`config.mk`:
```
export PLATFORM = sky130hd
export DESIGN_NAME = disk_sweep_seek_scheduler
export DESIGN_NICKNAME = d
export VERILOG_FILES = /design/src/rtl/dss_pkg.sv /design/src/rtl/dss_ram.sv /design/src/rtl/disk_sweep_seek_scheduler.sv
export SDC_FILE = /design/constraint.sdc
export NUM_CORES = 1
export LEC_CHECK = 0
export BUFFER_PORTS_ARGS = -buffer_cell sky130_fd_sc_hd__buf_2
export CAP_MARGIN = 20
export CORE_ASPECT_RATIO = 1.75
export CORE_MARGIN = 10
export CORE_UTILIZATION = 50
export DETAILED_ROUTE_END_ITERATION = 7
export PLACE_DENSITY = 0.66
export REMOVE_ABC_BUFFERS = 1
export SYNTH_ARGS = -nofsm -noshare
export SYNTH_HDL_FRONTEND = slang
export SYNTH_SLANG_ARGS = --single-unit
```
`constraint.sdc`:
```
create_clock -name i_clk -period 7.6 [get_ports i_clk]
set_input_delay 1.14 -clock i_clk [delete_from_list [all_inputs] [get_ports i_clk]]
set_output_delay 1.14 -clock i_clk [all_outputs]
set_load 0.005 [all_outputs]
```
`src/rtl/dss_pkg.sv`:
```
`timescale 1ns / 1ps
// ----------------------------------------------------------------------------
// Disk sweep seek scheduler package
// Shared input kind codes and output field widths.
// ----------------------------------------------------------------------------
package dss_pkg;
    localparam logic KIND_LOAD  = 1'b0;
    localparam logic KIND_START = 1'b1;
    localparam int   CYL_BITS   = 16;
    localparam int   SEEK_BITS  = 17;
    localparam int   TOTAL_BITS = 22;
    localparam logic [TOTAL_BITS-1:0] TOTAL_MAX = {TOTAL_BITS{1'b1}};
endpackage

```
`src/rtl/dss_ram.sv`:
```
`timescale 1ns / 1ps
// ----------------------------------------------------------------------------
// Generic simple dual-port RAM
// One write port and one read port, read data registered.
// ----------------------------------------------------------------------------
module dss_ram #(
    parameter int WIDTH = 16,
    parameter int DEPTH = 32
) (
    input  logic                     i_clk,
    input  logic                     i_we,
    input  logic [$clog2(DEPTH)-1:0] i_waddr,
    input  logic [WIDTH-1:0]         i_wdata,
    input  logic [$clog2(DEPTH)-1:0] i_raddr,
    output logic [WIDTH-1:0]         o_rdata
);
    logic [WIDTH-1:0] r_mem [DEPTH];
    logic [WIDTH-1:0] r_rdata;

    always_ff @(posedge i_clk) begin
        if (i_we) begin
            r_mem[i_waddr] <= i_wdata;
        end
        r_rdata <= r_mem[i_raddr];
    end

    assign o_rdata = r_rdata;
endmodule

```
`src/rtl/disk_sweep_seek_scheduler.sv`:
```
`timescale 1ns / 1ps
// ----------------------------------------------------------------------------
// Disk sweep seek scheduler
// Sorted request store with LOOK sweep and circular service order.
// ----------------------------------------------------------------------------
// Usage: a slave transfer with kind load (tuser 0) inserts the cylinder in
// tdata into an ascending store held in one synchronous RAM. Insertion walks
// down from the top, one read-compare-shift step per entry above the new
// value, writing it where the walk stops. Loads into a full store are
// dropped. A start transfer (tuser 1) gives the head position. The block
// searches the RAM for the first request at or above the head, one read
// and compare per entry, then emits one move per stored request on the
// master side: from, to, seek and a saturating running total, tlast on the
// final move. Each move needs a RAM read (S_MV_RD), a compute step
// (S_MV_CALC) and the output register (S_OUT); the next move is read only
// after the receiver has taken the previous one. An empty store yields one zero move.
// The circular wrap move charges the distance to the lowest request plus the
// span of the store. The result sits in an output register; a stalled
// receiver holds the block in place with tdata stable. Reset clears the
// count, mode and control; RAM contents are not cleared and stay until they
// are overwritten. Requests are kept across starts.
// ----------------------------------------------------------------------------
module disk_sweep_seek_scheduler #(
    parameter int QUEUE_DEPTH = 32
) (
    input  logic        i_clk,
    input  logic        i_rst_n,
    input  logic        i_cfg_valid,
    output logic        o_cfg_ready,
    input  logic        i_cfg_data,        // sweep_mode
    input  logic        s_axis_tvalid,
    output logic        s_axis_tready,
    input  logic [15:0] s_axis_tdata,      // cylinder
    input  logic        s_axis_tuser,      // kind
    output logic        m_axis_tvalid,
    input  logic        m_axis_tready,
    output logic [71:0] m_axis_tdata,      // from_cyl, to_cyl, seek, total_seek, pad
    output logic        m_axis_tlast       // last
);
    localparam int AW = (QUEUE_DEPTH > 1) ? $clog2(QUEUE_DEPTH) : 1;
    localparam int RD = 1 << AW;
    localparam int CW = $clog2(QUEUE_DEPTH + 1);
    localparam int SB = dss_pkg::SEEK_BITS;
    localparam int TB = dss_pkg::TOTAL_BITS;

    typedef enum logic [3:0] {
        S_IDLE, S_INS_RD, S_INS_CMP, S_SRCH_RD, S_SRCH_CMP,
        S_MAX_RD, S_MAX_WT, S_MV_RD, S_MV_CALC, S_OUT
    } t_state;

    // Service phases of one schedule.
    typedef enum logic [1:0] {P_UP, P_DOWN, P_WRAP, P_CIRC} t_phase;

    t_state          r_state;
    t_phase          r_phase;
    logic            r_mode;
    logic [CW-1:0]   r_count;
    logic [CW-1:0]   r_pos;     // insert position or current index
    logic [CW-1:0]   r_idx;     // first index at or above head
    logic [15:0]     r_cyl;     // value being inserted or head
    logic [15:0]     r_cur;
    logic [15:0]     r_max;
    logic [TB-1:0]   r_total;
    logic            r_wrap;    // next move is the circular jump
    logic [15:0]     r_from, r_to;
    logic [SB-1:0]   r_seek;
    logic            r_last;

    logic            w_we;
    logic [AW-1:0]   w_waddr, w_raddr;
    logic [15:0]     w_wdata, w_rdata;
    logic [15:0]     w_in_cyl;

    assign w_in_cyl = s_axis_tdata & 16'((64'(1) << dss_pkg::CYL_BITS) - 64'(1));

    dss_ram #(.WIDTH(16), .DEPTH(RD)) u_ram (
        .i_clk(i_clk), .i_we(w_we), .i_waddr(w_waddr), .i_wdata(w_wdata),
        .i_raddr(w_raddr), .o_rdata(w_rdata)
    );

    // Read address follows the state that issues the read.
    always_comb begin
        w_raddr = '0;
        if (r_state == S_INS_RD) begin
            w_raddr = AW'(r_pos - CW'(1));
        end else if (r_state == S_MAX_RD) begin
            w_raddr = AW'(r_count - CW'(1));
        end else begin
            w_raddr = AW'(r_pos);
        end
    end

    // Insertion writes: shift up an entry, or drop the new value in place.
    // At position zero no entry lies below, so the new value always lands there.
    logic w_shift;
    assign w_shift = (r_state == S_INS_CMP) && (r_pos != '0) && (w_rdata > r_cyl);
    assign w_we    = (r_state == S_INS_CMP);
    assign w_waddr = AW'(r_pos);
    assign w_wdata = w_shift ? w_rdata : r_cyl;

    // Move arithmetic for the entry just read.
    logic [15:0]     w_diff;
    logic [SB-1:0]   w_d;
    logic [TB:0]     w_sum;
    logic [TB-1:0]   w_tot;
    assign w_diff = (w_rdata > r_cur) ? (w_rdata - r_cur) : (r_cur - w_rdata);
    assign w_d    = r_wrap ? (SB'(w_diff) + SB'(r_max - w_rdata)) : SB'(w_diff);
    assign w_sum  = (TB+1)'(r_total) + (TB+1)'(w_d);
    assign w_tot  = (w_sum > (TB+1)'(dss_pkg::TOTAL_MAX)) ? dss_pkg::TOTAL_MAX
                                                           : TB'(w_sum);

    assign s_axis_tready = (r_state == S_IDLE);
    assign o_cfg_ready   = (r_state == S_IDLE);
    assign m_axis_tvalid = (r_state == S_OUT);
    assign m_axis_tdata  = {1'b0, r_total, r_seek, r_to, r_from};
    assign m_axis_tlast  = r_last;

    // Control FSM: insertion, search, and per move which phase follows and whether the schedule is done after it.
    always_ff @(posedge i_clk) begin
        if (!i_rst_n) begin
            r_state <= S_IDLE;
            r_phase <= P_UP;
            r_mode  <= 1'b0;
            r_count <= '0;
            r_wrap  <= 1'b0;
            r_last  <= 1'b0;
        end else begin
            unique case (r_state)
                S_IDLE: begin
                    if (i_cfg_valid) begin
                        r_mode <= i_cfg_data;
                    end
                    if (s_axis_tvalid) begin
                        r_cyl <= w_in_cyl;
                        if (s_axis_tuser == dss_pkg::KIND_LOAD) begin
                            if (r_count < CW'(QUEUE_DEPTH)) begin
                                r_pos   <= r_count;
                                r_count <= r_count + CW'(1);
                                r_state <= (r_count == '0) ? S_INS_CMP : S_INS_RD;
                            end
                        end else if (r_count == '0) begin
                            r_from  <= w_in_cyl;
                            r_to    <= w_in_cyl;
                            r_seek  <= '0;
                            r_total <= '0;
                            r_last  <= 1'b1;
                            r_state <= S_OUT;
                        end else begin
                            r_pos   <= '0;
                            r_state <= S_SRCH_RD;
                        end
                    end
                end
                S_INS_RD: r_state <= S_INS_CMP;
                S_INS_CMP: begin
                    // With position zero the read data is stale; never shift there.
                    if (w_shift) begin
                        r_pos   <= r_pos - CW'(1);
                        r_state <= (r_pos == CW'(1)) ? S_INS_CMP : S_INS_RD;
                    end else begin
                        r_state <= S_IDLE;
                    end
                end
                S_SRCH_RD: r_state <= S_SRCH_CMP;
                S_SRCH_CMP: begin
                    if (w_rdata < r_cyl && r_pos + CW'(1) < r_count) begin
                        r_pos   <= r_pos + CW'(1);
                        r_state <= S_SRCH_RD;
                    end else begin
                        if (w_rdata < r_cyl) begin
                            r_pos <= r_count;
                            r_idx <= r_count;
                        end else begin
                            r_idx <= r_pos;
                        end
                        r_state <= S_MAX_RD;
                    end
                end
                S_MAX_RD: r_state <= S_MAX_WT;
                S_MAX_WT: begin
                    r_max   <= w_rdata;
                    r_cur   <= r_cyl;
                    r_total <= '0;
                    r_state <= S_MV_RD;
                    if (r_pos < r_count) begin
                        r_phase <= P_UP;
                        r_wrap  <= 1'b0;
                    end else if (!r_mode) begin
                        r_phase <= P_DOWN;
                        r_wrap  <= 1'b0;
                        r_pos   <= r_count - CW'(1);
                    end else begin
                        r_phase <= P_CIRC;
                        r_wrap  <= 1'b1;
                        r_pos   <= '0;
                    end
                end
                S_MV_RD: r_state <= S_MV_CALC;
                S_MV_CALC: begin
                    r_from  <= r_cur;
                    r_to    <= w_rdata;
                    r_seek  <= w_d;
                    r_total <= w_tot;
                    r_cur   <= w_rdata;
                    case (r_phase)
                        P_UP: begin
                            if (r_pos + CW'(1) < r_count) begin
                                r_pos  <= r_pos + CW'(1);
                                r_wrap <= 1'b0;
                                r_last <= 1'b0;
                            end else if (r_idx == '0) begin
                                r_wrap <= 1'b0;
                                r_last <= 1'b1;
                            end else if (!r_mode) begin
                                r_phase <= P_DOWN;
                                r_pos   <= r_idx - CW'(1);
                                r_wrap  <= 1'b0;
                                r_last  <= 1'b0;
                            end else begin
                                r_phase <= P_CIRC;
                                r_wrap  <= 1'b1;
                                r_pos   <= '0;
                                r_last  <= 1'b0;
                            end
                        end
                        P_DOWN: begin
                            r_wrap <= 1'b0;
                            if (r_pos == '0) begin
                                r_last <= 1'b1;
                            end else begin
                                r_pos  <= r_pos - CW'(1);
                                r_last <= 1'b0;
                            end
                        end
                        default: begin
                            r_wrap <= 1'b0;
                            if (r_pos + CW'(1) < r_idx) begin
                                r_pos  <= r_pos + CW'(1);
                                r_last <= 1'b0;
                            end else begin
                                r_last <= 1'b1;
                            end
                        end
                    endcase
                    r_state <= S_OUT;
                end
                S_OUT: begin
                    if (m_axis_tready) begin
                        r_state <= r_last ? S_IDLE : S_MV_RD;
                    end
                end
                default: r_state <= S_IDLE;
            endcase
        end
    end
endmodule
```
==> impl_results.md <==
- Total power: about 17 mW
- Slew headroom: 0.244
- R2r endpoint: r_total[19]$_SDFFCE_PN0P_
- Vias in the first global route: 22300
- R2R Setup Slk: between 400 and 500 ps
- Total CTS buffers: 60
- CP endpoint kind: flip-flop
- Sequential Area: 19900 µm²
- CTS tree: built
- Post-synth EDFFs: about 640
- FILL cells: about 5000
- Die Y: ~360 µm
- HPWL Detailed: just under 60000 µm
- Dpl ws: 275 ps
- Inst Count DP: about 3500
- Worst EP arrival: 7580 ps
- Synth Warn #: 0
- Max Cap Viol: 0
- Hold Path Depth: 0
- Die W: about 210 µm
- CP max FO: 18
- Worst vdd ir: roughly 440 µV
- Post-CTS setup buffer count: 0
- Hold Crit Class: reg -> reg
- Final count of hold timing violations: 0
- Most used cell, CP: buf_4
- Highest routed metal layer: met4
- Post-route minimum period: between 7000 and 8000 ps
- Routability cong.: 0.928
- # DRC: 0
- Max Fclk: 140 MHz
- Routed wire length: 87800 µm
- DRT iter0 DRCs: between 1500 and 2000
- First-pass GRT wire length: 131000 µm
- R2R cell count: 31
- CTS max path bufs: 3
- GR Overflow Total: 0
- Critical path class: reg -> reg
- Reg2Reg Launch Point: r_cur[12]$_DFFE_PP_
- Status: complete, no violations
- Yosys reg bits: ~670
- Sequential area share after synthesis: 0.620
- GRT Overall Usage: 0.230
- Fraction of layout cells with a size suffix above 1: 0.122
- Worst EP required: roughly 8000 ps
- Initial core utilization: 0.506
- Port bufs: 97
- DIE AREA: approximately 75000 µm²
- Slowest stage delay, CP: just over 500 ps
- Worst setup margin: 460 ps
- Slowest CP cell: fa_1
- DR vias/cell: 6.05
- ANT nets after route: 0
- Wire length per cell: between 20 and 25 µm
- Routed via count: 21800
- Final setup violation count: 0
- H-tree Lvls: 2
- Multi-input logic area: 11100 µm²
- Primary FF master, synth: edfxtp_1
- Layout Skew: around 19 ps
- Clock sink count: 674
- Routed wl met2: around 47000 µm
- Antenna violations before repair: 1
- Post-Syn Area per Cell: between 10 and 15 µm²
- CORE AREA: around 64000 µm²
- Pin count of the biggest net entering global routing: about 190
- Hold EP: r_max[11]$_DFFE_PP_
- # nets final: between 2000 and 3000
- CP Launch Type: flip-flop
- Wl on met1: about 31000 µm
- Root Driver: clkbuf_16
- Ant diodes: 0
- Leakage: 12.8 nW
- Synthesized cell area: 32100 µm²
- Non-Filler Instances: approximately 3600
- I/O pins: 99
- Met3 wire length: roughly 4700 µm
- Synth-to-Final Area Change: 11.3%
- RSZ-0062 raised after global routing: no
- PD cells: between 400 and 500 nW/µm²
- Cells after Synth: approximately 2700
- Slew Viols, Final: 0
- Clk slew on worst S/H paths: around 70 ps
- Post-synthesis cell type count: 69
- Asr flop ratio synth: 0
- Hold Startpoint: u_ram.o_rdata[11]$_DFF_P_
- FP Rows: 122
- Hold buffer count at CTS: 0
- Period Utilization, post-route: 0.940
- DRT Pass-1 Iters: 5
- Worst-margin pin slew: 1130 ps
- Clk_lat worst skew: between 600 and 700 ps
## cell type report
cell class,instances,area share
clock buffers,71,0.0443
inverters,116,0.0122
multi-input cells,1704,0.312
well taps,806,0.0282
clock inverters,36,0.0100
repair buffers,197,0.0361
flip-flops and latches,674,0.557
## where the power goes
part | total [mW] | switching, mW | internal (mW)
Combinational | 9.28 | 5.94 | 3.33
Clock | 3.05 | 1.36 | 1.69
Sequential | 4.96 | 0.252 | 4.71
## state kept, by name, summed over array words and instances, names as in the netlist, 2 cells and up
register,flops
r_idx,6
r_seek,17
r_phase,2
r_cur,16
u_ram.o_rdata,16
r_to,16
r_total,22
r_count,6
r_cyl,16
r_state,4
r_pos,6
r_from,16
r_max,16
u_ram.r_mem,512
## per-layer routing
layer	global-route usage	vias to the layer above
li1	-	10100
met1	0.244	10800
met2	0.420	749
met3	0.0338	233
met4	0.141	0
met5	0	-
## worst max path at each step
stage | start | end | slack [ps] | cells after the start
CTS | r_cur[11]$_DFFE_PP_ | r_total[19]$_SDFFCE_PN0P_ | 230 | 33
global route | r_cur[14]$_DFFE_PP_ | r_total[19]$_SDFFCE_PN0P_ | 20 | 33
global placement | r_cur[11]$_DFFE_PP_ | r_total[20]$_SDFFCE_PN0P_ | 550 | 34
floorplan | r_state[3]$_SDFFE_PN0P_ | u_ram.o_rdata[10]$_DFF_P_ | -3 | 7
detailed placement | r_cur[11]$_DFFE_PP_ | r_total[19]$_SDFFCE_PN0P_ | 280 | 33
finish | r_cur[12]$_DFFE_PP_ | r_total[19]$_SDFFCE_PN0P_ | 460 | 31
## Yosys cell counts (13+ instances only)
master / count / area share
o211ai_1: 13 / 0.0030
buf_4: 13 / 0.0030
edfxtp_1: 643 / 0.60
fa_1: 19 / 0.012
xor2_1: 26 / 0.0071
and2_1: 143 / 0.028
a31oi_1: 70 / 0.014
a211oi_1: 185 / 0.043
o21a_1: 19 / 0.0044
ha_1: 110 / 0.043
nand2b_1: 15 / 0.0029
a21oi_1: 145 / 0.023
inv_1: 115 / 0.013
a311oi_1: 69 / 0.019
nor3_1: 32 / 0.0050
nor2_1: 107 / 0.013
dfxtp_1: 31 / 0.019
mux2i_1: 19 / 0.0059
xnor2_1: 33 / 0.0090
o21ai_0: 92 / 0.014
buf_2: 55 / 0.0086
nand2_1: 400 / 0.047
clkbuf_1: 78 / 0.0091
a21o_1: 43 / 0.010
nand3_1: 29 / 0.0045
## repair_timing
| item | 4_1_cts | 5_1_grt |
|---|---|---|
| endpoints found under the setup margin | 0 | 22 |
| gates resized for setup | 0 | 8 |
| endpoints found under the hold margin | 0 | 0 |
## critical path, delay by kind of cell (launching register included)
| kind | cells | cell delay [ps] |
|---|---|---|
| AOI/OAI and AO/OA | 7 | 1700 |
| xor gates and xnor gates | 2 | 260 |
| adders and majority gates | 4 | 1590 |
| buffers and inverters | 7 | 1180 |
| DFF | 1 | 370 |
| muxes | 1 | 250 |
| and+or+nand+nor | 10 | 1560 |
## logic make-up (layout without fill, tap and decap cells)
family          after synthesis  count (layout)  share of synthesized area
flops                       674             674                      0.620
fa+ha+maj                   129             129                     0.0547
other cells                   1               1                   0.000117
compound gates              704             704                      0.149
buf+inv                     281             420                     0.0389
mux                          25              25                    0.00814
xor+xnor                     59              59                     0.0161
simple gates                786             786                      0.112
## stage by stage
step / TNS, ps / util / instance area, µm² / hold WS (ps)
6_report: 0 / 0.563 / 35700 / 522
5_1_grt: 0 / 0.563 / 35700 / 538
4_1_cts: 0 / 0.562 / 35700 / 518
3_5_place_dp: 0 / 0.532 / 33800 / 511
3_3_place_gp: 0 / 0.531 / 33700 / 498
2_1_floorplan: -27.6 / - / 31300 / 482
## cell usage in the layout, fill, tap and decap left out, types with 33 or more instances in the layout
cell,Yosys,routed
edfxtp_1,643,643
nand2_1,400,399
a211oi_1,185,185
and2_1,143,143
a21oi_1,145,139
inv_1,115,115
ha_1,110,107
nor2_1,107,104
buf_2,55,97
buf_4,13,95
o21ai_0,92,76
a31oi_1,70,70
a311oi_1,69,69
clkbuf_16,0,62
a21o_1,43,43
xnor2_1,33,33
No activity file was read; power rests on OpenSTA's default activity.
